### src/rtl/core/tjs_pkg.sv
// Package for the timestamp judder smoother core.
// Holds sizes, the sequencer state type and the multiply-accumulate request
// and response types. It depends on nothing else.
package tjs_pkg;

    // Ring and cycle sizing.
    localparam int MAX_CYCLE   = 240;
    localparam int MIN_CYCLE   = 2;
    localparam int RESET_CYCLE = 4;
    localparam int RING_DEPTH  = MAX_CYCLE + 2;
    localparam int IDX_W       = $clog2(RING_DEPTH);
    localparam int CNT_W       = $clog2(RING_DEPTH + 1);
    localparam int CYC_W       = 8;

    // Timestamp widths.
    localparam int PTS_IN_W = 55;
    localparam int PTS_W    = 64;
    localparam int HALF_W   = PTS_W / 2;

    // Multiplier coefficient width, wide enough for twice the longest cycle.
    localparam int COEF_W = $clog2(2 * MAX_CYCLE + 1);

    // Sequencer states.
    typedef enum logic [2:0] {
        S_IDLE,
        S_READ,
        S_CMP,
        S_DECIDE,
        S_SHIFT,
        S_MAC_GO,
        S_MAC_WAIT,
        S_FIN
    } tjs_state_t;

    // Request to the multiply-accumulate unit.
    typedef struct packed {
        logic              start;
        logic [PTS_W-1:0]  base;
        logic [PTS_W-1:0]  op0;
        logic [COEF_W-1:0] k0;
        logic [PTS_W-1:0]  op1;
        logic [COEF_W-1:0] k1;
        logic              two_terms;
    } mac_req_t;

    // Response from the multiply-accumulate unit.
    typedef struct packed {
        logic             done;
        logic [PTS_W-1:0] result;
    } mac_rsp_t;

endpackage

### src/rtl/core/tjs_mac.sv
// Multiply-accumulate unit for the smoother tally.
// Adds one or two products of a 64-bit operand and a small coefficient to a base,
// one 32-bit half per cycle. Depends on tjs_pkg.
module tjs_mac
    import tjs_pkg::*;
(
    input  logic     aclk,
    input  logic     aresetn,
    input  mac_req_t req,
    output mac_rsp_t rsp
);

    logic [PTS_W-1:0]         acc_reg;
    logic [PTS_W-1:0]         op0_reg;
    logic [PTS_W-1:0]         op1_reg;
    logic [COEF_W-1:0]        k0_reg;
    logic [COEF_W-1:0]        k1_reg;
    logic                     two_reg;
    logic [1:0]               step_reg;
    logic                     busy_reg;
    logic                     done_reg;

    logic [PTS_W-1:0]         op_sel;
    logic [COEF_W-1:0]        k_sel;
    logic [HALF_W-1:0]        half_op;
    logic [HALF_W+COEF_W-1:0] prod;
    logic [PTS_W-1:0]         addend;
    logic                     last_step;

    // Pick the term and half for this step, then form the shifted partial product.
    always_comb begin
        op_sel    = step_reg[1] ? op1_reg : op0_reg;
        k_sel     = step_reg[1] ? k1_reg : k0_reg;
        half_op   = step_reg[0] ? op_sel[PTS_W-1:HALF_W] : op_sel[HALF_W-1:0];
        prod      = (HALF_W+COEF_W)'(half_op) * (HALF_W+COEF_W)'(k_sel);
        addend    = step_reg[0] ? {prod[HALF_W-1:0], {HALF_W{1'b0}}} : PTS_W'(prod);
        last_step = (step_reg == 2'd3) || (step_reg == 2'd1 && !two_reg);
    end

    // Control: run two or four steps after a start, then pulse done.
    always_ff @(posedge aclk) begin
        if (!aresetn) begin
            busy_reg <= 1'b0;
            done_reg <= 1'b0;
            step_reg <= 2'd0;
        end else begin
            done_reg <= busy_reg && last_step;
            if (req.start) begin
                busy_reg <= 1'b1;
                step_reg <= 2'd0;
            end else if (busy_reg) begin
                step_reg <= step_reg + 2'd1;
                if (last_step) begin
                    busy_reg <= 1'b0;
                end
            end
        end
    end

    // Datapath: load operands on start, accumulate while busy.
    always_ff @(posedge aclk) begin
        if (req.start) begin
            acc_reg <= req.base;
            op0_reg <= req.op0;
            op1_reg <= req.op1;
            k0_reg  <= req.k0;
            k1_reg  <= req.k1;
            two_reg <= req.two_terms;
        end else if (busy_reg) begin
            acc_reg <= acc_reg + addend;
        end
    end

    assign rsp.done   = done_reg;
    assign rsp.result = acc_reg;

endmodule

### config.mk
export PLATFORM = sky130hd
export DESIGN_NAME = tjs_mac
export DESIGN_NICKNAME = d
export VERILOG_FILES = /design/src/rtl/core/tjs_pkg.sv /design/src/rtl/core/tjs_mac.sv
export SDC_FILE = /design/constraint.sdc
export NUM_CORES = 1
export LEC_CHECK = 0
export BUFFER_PORTS_ARGS = -buffer_cell sky130_fd_sc_hd__buf_2
export CAP_MARGIN = 30
export CORE_ASPECT_RATIO = 1.25
export CORE_UTILIZATION = 45
export DETAILED_ROUTE_END_ITERATION = 7
export HOLD_SLACK_MARGIN = 0.06
export PLACE_DENSITY_LB_ADDON = 0.2
export SETUP_SLACK_MARGIN = 0.2
export SYNTH_ARGS = -nofsm -noshare
export SYNTH_HDL_FRONTEND = slang
export SYNTH_SLANG_ARGS = --single-unit
### constraint.sdc
create_clock -name aclk -period 15.93 [get_ports aclk]
set_input_delay 2.3895 -clock aclk [delete_from_list [all_inputs] [get_ports aclk]]
set_output_delay 2.3895 -clock aclk [all_outputs]
set_load 0.02 [all_outputs]
==> Word-level counts from Yosys, hierarchy flattened <==
Index checks and enable logic that the tools add are counted.
W data, S select, Z words.
{ "totals": {"reg_bits": 215, "elab_cells": 30} }
{ "op_classes": {"n_reduce_logical": 6, "mul": 1, "muxes": 9, "n_bitwise": 1, "add_sub_neg": 2, "n_eq_ne": 2} }
{ "op_table": {"columns": ["operator", "n"], "rows": [
  ["$mux W64", 4],
  ["$add A64 B64 Y64", 1],
  ["$mul A32 B9 Y41", 1],
  ["$mux W32", 1],
  ["$mux W9", 1],
  ["$mux W1", 3],
  ["$add A2 B1 Y2 const B", 1],
  ["$eq A2 B1 Y1 const B", 1],
  ["$eq A2 B2 Y1 const B", 1],
  ["$logic_and A1 B1 Y1", 2],
  ["$reduce_bool A2 Y1", 1],
  ["$reduce_or A2 Y1", 1],
  ["$logic_not A1 Y1", 1],
  ["$logic_or A1 B1 Y1", 1],
  ["$not A1 Y1", 1]
]} }

==> Depth between registers and ports, before layout <==
Gate-level depths: netlist (run 1).
{ "logic_depth": {"ltp_word": 7, "mapped_depth": 39} }

==> Least setup slack after synthesis (run 1) <==
No wires, ideal clock.
{ "synth_path": {"path_kind": "reg-to-reg", "start": "register step_reg[1]", "end": "register acc_reg[61], data pin", "arrival_ns": 8.442, "slack_ns": 7.209, "setup_time_ns": 0.279, "t_required_ns": 15.651, "path_buffers": 5, "stages_incl_launch_ff": 36, "path_cell_list": "dfxtp_1 clkbuf_1 buf_1 clkbuf_1 mux2i_1 clkbuf_1 nor2_1 fa_1 fa_1 fa_1 inv_1 fa_1 inv_1 ha_1 a2111oi_2 o21ai_1 a32oi_2 o31ai_1 a21o_1 a31o_1 a221o_1 a21oi_1 xor2_1 a21oi_1 ha_1 clkbuf_2 a21o_1 a21o_1 a21oi_1 o21ai_0 a221o_1 a21oi_1 o221a_2 a21oi_1 nor4_1 a311oi_1"} }
{ "synth_via": {"elab_chain_len": 7} }
{ "synth_lines": {"columns": ["item", "line", "text"], "rows": [
  ["start: declaration", "tjs_mac.sv:19", "logic [1:0] step_reg;"],
  ["start signal: assignment", "tjs_mac.sv:52", "step_reg <= step_reg + 2'd1;"],
  ["$mux W64", "tjs_mac.sv:32", "op_sel = step_reg[1] ? op1_reg : op0_reg;"],
  ["$mux W32", "tjs_mac.sv:34", "half_op = step_reg[0] ? op_sel[PTS_W-1:HALF_W] : op_sel[HALF_W-1:0];"],
  ["$mul A32 B9 Y41 *", "tjs_mac.sv:35", "prod = (HALF_W+COEF_W)'(half_op) * (HALF_W+COEF_W)'(k_sel);"],
  ["$mux W64 *", "tjs_mac.sv:36", "addend = step_reg[0] ? {prod[HALF_W-1:0], {HALF_W{1'b0}}} : PTS_W'(prod);"],
  ["$add A64 B64 Y64 *", "tjs_mac.sv:70", "acc_reg <= acc_reg + addend;"],
  ["$mux W64 *", "tjs_mac.sv:69", "end else if (busy_reg) begin"],
  ["$mux W64 *", "tjs_mac.sv:62", "if (req.start) begin"],
  ["end signal: assignment", "tjs_mac.sv:63", "acc_reg <= req.base;"],
  ["end signal: assignment", "tjs_mac.sv:70", null],
  ["end: declaration", "tjs_mac.sv:13", "logic [PTS_W-1:0] acc_reg;"]
]} }
Mark *: on every way between the ends. The rest lies on a longest branch, timed or not. The select of a mux whose other input is x is not followed.
A chain may end at the register's enable or synchronous reset.

==> Worst setup path after layout (run 1) <==
{ "layout_path": {"start": "register step_reg[0]", "end": "register acc_reg[61], data pin"} }
{ "layout_via": {"elab_chain_len": 6} }
{ "layout_lines": {"columns": ["item", "line"], "rows": [
  ["$mux W32", "tjs_mac.sv:34"],
  ["$mul A32 B9 Y41", "tjs_mac.sv:35"],
  ["$mux W64 *", "tjs_mac.sv:36"],
  ["$add A64 B64 Y64 *", "tjs_mac.sv:70"],
  ["$mux W64 *", "tjs_mac.sv:69"],
  ["$mux W64 *", "tjs_mac.sv:62"]
]} }
Marks and branches as above.

==> summary.txt, run 1 <==
Fin cells -> 3,058
Clock Latency Late Sink -> 0.58 ns
Worst path max stage delay -> 0.78 ns
Reg2reg path depth -> 32
Setup clock skew after layout -> 0.04465 ns
Std cell rows -> 88
Most frequent cells in the layout -> buf_2 (278), nand2_1 (274), inv_1 (268)
WL/cell -> 19.16 µm
Die X -> 196.2 µm
First DRT Iteration DRCs -> 1,032
Pre-Repair DR Iteration Count -> 5
Final worst setup slack -> 5.552 ns
Worst Max-Slew Pin Slew -> 1.034 ns
First-pass GRT wire length -> 91,400 µm
#FFs+latches synth -> 215
Share of cells above drive strength 1 -> 0.1647
Setup WS pre-CTS -> 5.566 ns
Layout area overhead -> 12.98%
Via count -> 16,359
Die Y -> 244.8 µm
Congestion Overflow GR -> 0
Startpoint class of the critical path -> flop
Syn Nets -> 2,741
Post-synthesis cell type count -> 82
Worst setup EP type -> flop
Seq/Total Area, Yosys -> 0.3024
Max Freq -> 96.36 MHz
PortBufs -> 278
Largest net degree at the start of global routing -> 155
Crit path top cell by count -> a21oi_1
Hold WS -> 0.5227 ns
Max-slew violations -> 0
Initial antenna violation count -> 0
Cts hold-fix bufs -> 0
Max cap viols -> 0
Number of global-route vias before repair -> 16,866
GPL Wtd Cong -> 0.9021
Avg Cell Area, Syn -> 9.694 µm²
Dpl cells -> 3,016
Fin crit period -> 10.38 ns
Hold crit path type -> reg -> reg
Crit-path slowest cell -> o21ai_0
Commonest non-fill, non-tap cell in the layout -> buf_2
Post-route ant nets -> 0
Hold Crit Depth -> 2
CTS tree -> done
DRT Wirelength -> 58,580 µm
Cells after Synth -> 2,189
# diodes -> 0
Core area -> 0.04635 mm²
Mapped Area -> 0.02122 mm²
Hold Vio Cnt, Final -> 0
Max_slew headroom -> 0.3036
Worst-path clk slew -> 0.06 ns
Clk root buf -> clkbuf_16
# fillers -> 4,376
CTS resizes -> 0
Area of the multi-input gates -> 0.01341 mm²
Kind of critical path -> reg -> reg
Synth Flop Type -> edfxtp_1
Clk sinks -> 215
Num CTS Buffers -> 24
CP Data Arrival Time -> 10.63 ns
Vias/cell -> 5.350
Total track usage -> 0.2451
Drc violations -> 0
Initial Util -> 0.4578
Yosys Warn Count -> 0
Clock Tree Buf Depth -> 3
RSZ-0062 raised after global routing -> no
Status -> finished clean
Number of synthesized flops with an enable pin -> 211
Final worst-path cycle share -> 0.6515
Postcts setup bufs -> 0
Detailed Place HPWL -> 46,870 µm
Die area -> 0.04803 mm²
Nets -> 2,964
TNS Setup -> 0 ns
H-tree levels -> 1
Register Area -> 0.006424 mm²
CP max FO -> 54
CP required -> 16.18 ns
# IOs -> 279
Final setup fails -> 0
Asr flop ratio synth -> 0
-- area by class of cell --
| class | count | share of cell area |
|---|---|---|
| multi-input combinational | 1613 | 0.5593 |
| clock inverter | 17 | 0.01002 |
| tap | 630 | 0.03288 |
| inverter | 268 | 0.04196 |
| clock buffer | 25 | 0.02521 |
| sequential | 215 | 0.2680 |
| timing repair buffer | 290 | 0.06263 |
-- Yosys cell counts (6+ instances only) --
library cell,instances,share of area
o21ai_0,133,0.031
mux2i_1,30,0.014
xor2_1,47,0.019
nand4_1,21,0.0062
mux4_2,9,0.0096
edfxtp_1,211,0.30
ha_1,126,0.074
inv_1,268,0.047
nor3_1,13,0.0031
fa_1,212,0.20
xnor2_1,43,0.018
and2_1,78,0.023
a211oi_1,12,0.0042
nor2_1,185,0.033
and3_1,18,0.0053
o21a_1,26,0.0092
o22ai_1,6,0.0018
o21ai_1,11,0.0026
nand2_1,274,0.048
buf_2,15,0.0035
a31oi_1,14,0.0041
mux2_2,32,0.017
a21oi_1,109,0.026
nand2b_1,13,0.0038
clkbuf_1,72,0.013
a21o_1,62,0.022
nor2b_1,13,0.0038
nand3_1,18,0.0042
o21bai_1,17,0.0060
-- through the flow --
step / area [µm²] / utilization
global route: 23970 / 0.5172
finish: 23970 / 0.5172
global placement: 23120 / 0.4988
floorplan: 21220 / -
detailed placement: 23130 / 0.4989
CTS: 23970 / 0.5172
-- path summary, 6_finish.rpt --
kind                                  from  slack (ns)                    end
setup / recovery  step_reg[0]$_SDFFE_PP0P_        5.55  acc_reg[61]$_DFFE_PP_
setup reg to reg  step_reg[0]$_SDFFE_PP0P_        5.55  acc_reg[61]$_DFFE_PP_
hold / removal         busy_reg$_SDFF_PN0_        0.52    done_reg$_SDFF_PN0_
hold reg to reg        busy_reg$_SDFF_PN0_        0.52    done_reg$_SDFF_PN0_
-- layer usage --
metal,vias up,track usage,part of all wire
met5,-,0,0
met4,0,0.09053,0.036
met3,101,0.02432,0.052
met2,528,0.4323,0.50
met1,7895,0.3106,0.42
li1,7835,-,-
-- worst max-delay path: cells and delay by family (launching register included) --
family | cells | cell delay, ns
flops | 1 | 0.64
compound gates | 19 | 4.66
mux | 1 | 0.42
buf+inv | 3 | 0.80
xor+xnor | 1 | 0.27
simple gates | 2 | 0.42
fa+ha+maj | 6 | 2.82
-- kinds of logic (layout without fill, tap and decap cells) --
logic type | Yosys count | after routing | synth area share
AO/OA/AOI/OAI | 452 | 452 | 0.1376
XOR/XNOR | 91 | 91 | 0.03821
adder cells (fa/ha/maj) | 338 | 338 | 0.2743
flip-flops | 215 | 215 | 0.3024
multiplexers | 74 | 74 | 0.04228
buffers and inverters | 361 | 600 | 0.06569
AND/OR/NAND/NOR | 658 | 658 | 0.1395
Power of run 1 is not shown: default switching activity piles up to over one toggle a cycle in this logic, so the estimate is an artifact.
==> run 2: changes to the inputs <==
clock period = 9.7 ns   (was 15.93 ns; I/O delays follow)
==> run 2 against run 1 <==
Against the previous run:
- via count increased by 0.90%
- utilization increased by 0.66 points
- clock skew decreased by 0.022 ns
- global-route usage increased by 0.25 points
- critical path depth increased by 2
- cell count increased by 1.3%
- worst setup slack got worse by 4.9 ns
- die area unchanged
- sequential cell count unchanged
- register-to-register slack got worse by 4.9 ns
- design area increased by 1.3%
- sequential share of layout area decreased by 0.34 points
==> summary.txt, run 2 (synthesis gave the netlist of run 1 again) <==
Status -> finished clean
# IOs -> 279 (unchanged)
CP max FO -> 15 (-72%)
Number of global-route vias before repair -> 17,178 (+1.8%)
Detailed Place HPWL -> 48,070 µm (+2.5%)
Max Freq -> 110.9 MHz (+15%)
Clk root buf -> clkbuf_16
Die X -> 196.2 µm (unchanged)
Std cell rows -> 88 (unchanged)
GPL Wtd Cong -> 0.9045 (+0.27%)
Core area -> 0.04635 mm² (unchanged)
Total track usage -> 0.2476 (+0.002503)
Die area -> 0.04803 mm² (unchanged)
CP Data Arrival Time -> 9.42 ns (-1.21 ns)
Setup clock skew after layout -> 0.02248 ns (-0.02216 ns)
PortBufs -> 278 (unchanged)
Max cap viols -> 0 (unchanged)
Congestion Overflow GR -> 0 (unchanged)
Clk sinks -> 215 (unchanged)
Post-route ant nets -> 0 (unchanged)
First-pass GRT wire length -> 92,650 µm (+1.4%)
H-tree levels -> 1 (unchanged)
RSZ-0062 raised after global routing -> no
Largest net degree at the start of global routing -> 135 (-13%)
Via count -> 16,507 (+0.90%)
Fin crit period -> 9.021 ns (-1.357 ns)
Crit-path slowest cell -> fa_1
Initial antenna violation count -> 0 (unchanged)
Max-slew violations -> 0 (unchanged)
Drc violations -> 0 (unchanged)
Commonest non-fill, non-tap cell in the layout -> buf_2
Most frequent cells in the layout -> buf_2 (277), nand2_1 (274), inv_1 (268)
# diodes -> 0 (unchanged)
Max_slew headroom -> 0.3649 (+0.06126)
Worst setup EP type -> flop
Num CTS Buffers -> 24 (unchanged)
First DRT Iteration DRCs -> 927 (-10%)
Die Y -> 244.8 µm (unchanged)
Hold crit path type -> reg -> reg
Kind of critical path -> reg -> reg
Worst-path clk slew -> 0.06 ns (about the same)
Hold Vio Cnt, Final -> 0 (unchanged)
WL/cell -> 19.34 µm (+0.94%)
Share of cells above drive strength 1 -> 0.1799 (+0.01516)
CP required -> 10.10 ns (-6.08 ns)
TNS Setup -> 0 ns (unchanged)
Initial Util -> 0.4578 (unchanged)
Nets -> 3,003 (+1.3%)
Pre-Repair DR Iteration Count -> 5 (unchanged)
Layout area overhead -> 14.41%
Vias/cell -> 5.328 (-0.40%)
Worst Max-Slew Pin Slew -> 0.9526 ns (-0.08097 ns)
Clock Tree Buf Depth -> 3 (unchanged)
Worst path max stage delay -> 0.51 ns (-0.27 ns)
Final setup fails -> 0 (unchanged)
Final worst-path cycle share -> 0.9300 (+0.2785)
Clock Latency Late Sink -> 0.56 ns (-0.02 ns)
DRT Wirelength -> 59,910 µm (+2.3%)
Startpoint class of the critical path -> flop
CTS tree -> done
run 2: area by class of cell:
type	count	area (µm²)
inverter	268	1006
clock buffer	27	633.1
fill	4312	22080
timing repair buffer	329	1815
tap	630	788.3
sequential	215	6424
multi-input combinational	1613	13430
clock inverter	16	182.7
run 2: path summary, 6_finish.rpt:
kind,cells after the start,slack (ns),endpoint,startpoint
setup / recovery,34,0.68,acc_reg[63]$_DFFE_PP_,step_reg[0]$_SDFFE_PP0P_
setup reg to reg,34,0.68,acc_reg[63]$_DFFE_PP_,step_reg[0]$_SDFFE_PP0P_
hold reg to reg,2,0.51,done_reg$_SDFF_PN0_,busy_reg$_SDFF_PN0_
hold / removal,2,0.51,done_reg$_SDFF_PN0_,busy_reg$_SDFF_PN0_
run 2: per-stage QoR:
step	std cells	util	hold WS (ns)	worst slack (ns)	instance area, µm²
floorplan	2189	-	0.4682	0.9786	21220
global placement	3045	0.5034	0.4994	0.4562	23340
detailed placement	3045	0.5034	0.5092	0.4048	23340
CTS	3088	0.5210	0.5171	0.3574	24150
global route	3098	0.5237	0.5444	0.2112	24280
finish	3098	0.5237	0.5138	0.6794	24280
run 2: repair_timing:
action                                  4_1_cts  5_1_grt
endpoints found under the setup margin        0       22
setup buffers                                 0       10
resized for setup                             0       15
endpoints found under the hold margin         0        0
hold buffers                                  0        0
run 2: metal layers:
| metal | share of wire | track usage |
|---|---|---|
| met4 | 0.034 | 0.08869 |
| met5 | 0 | 0 |
| met1 | 0.41 | 0.3018 |
| met3 | 0.046 | 0.02721 |
| met2 | 0.51 | 0.4499 |
run 2: worst max-delay path: cells and delay by family, from the launching register on:
| kind | cells | cell delay (ns) |
|---|---|---|
| adders and majority gates | 6 | 2.77 |
| AOI/OAI and AO/OA | 13 | 2.70 |
| and+or+nand+nor | 6 | 1.24 |
| buffers and inverters | 6 | 0.86 |
| DFF | 1 | 0.48 |
| xor gates and xnor gates | 2 | 0.46 |
| muxes | 1 | 0.36 |
Power of run 2 is left out for the same reason.
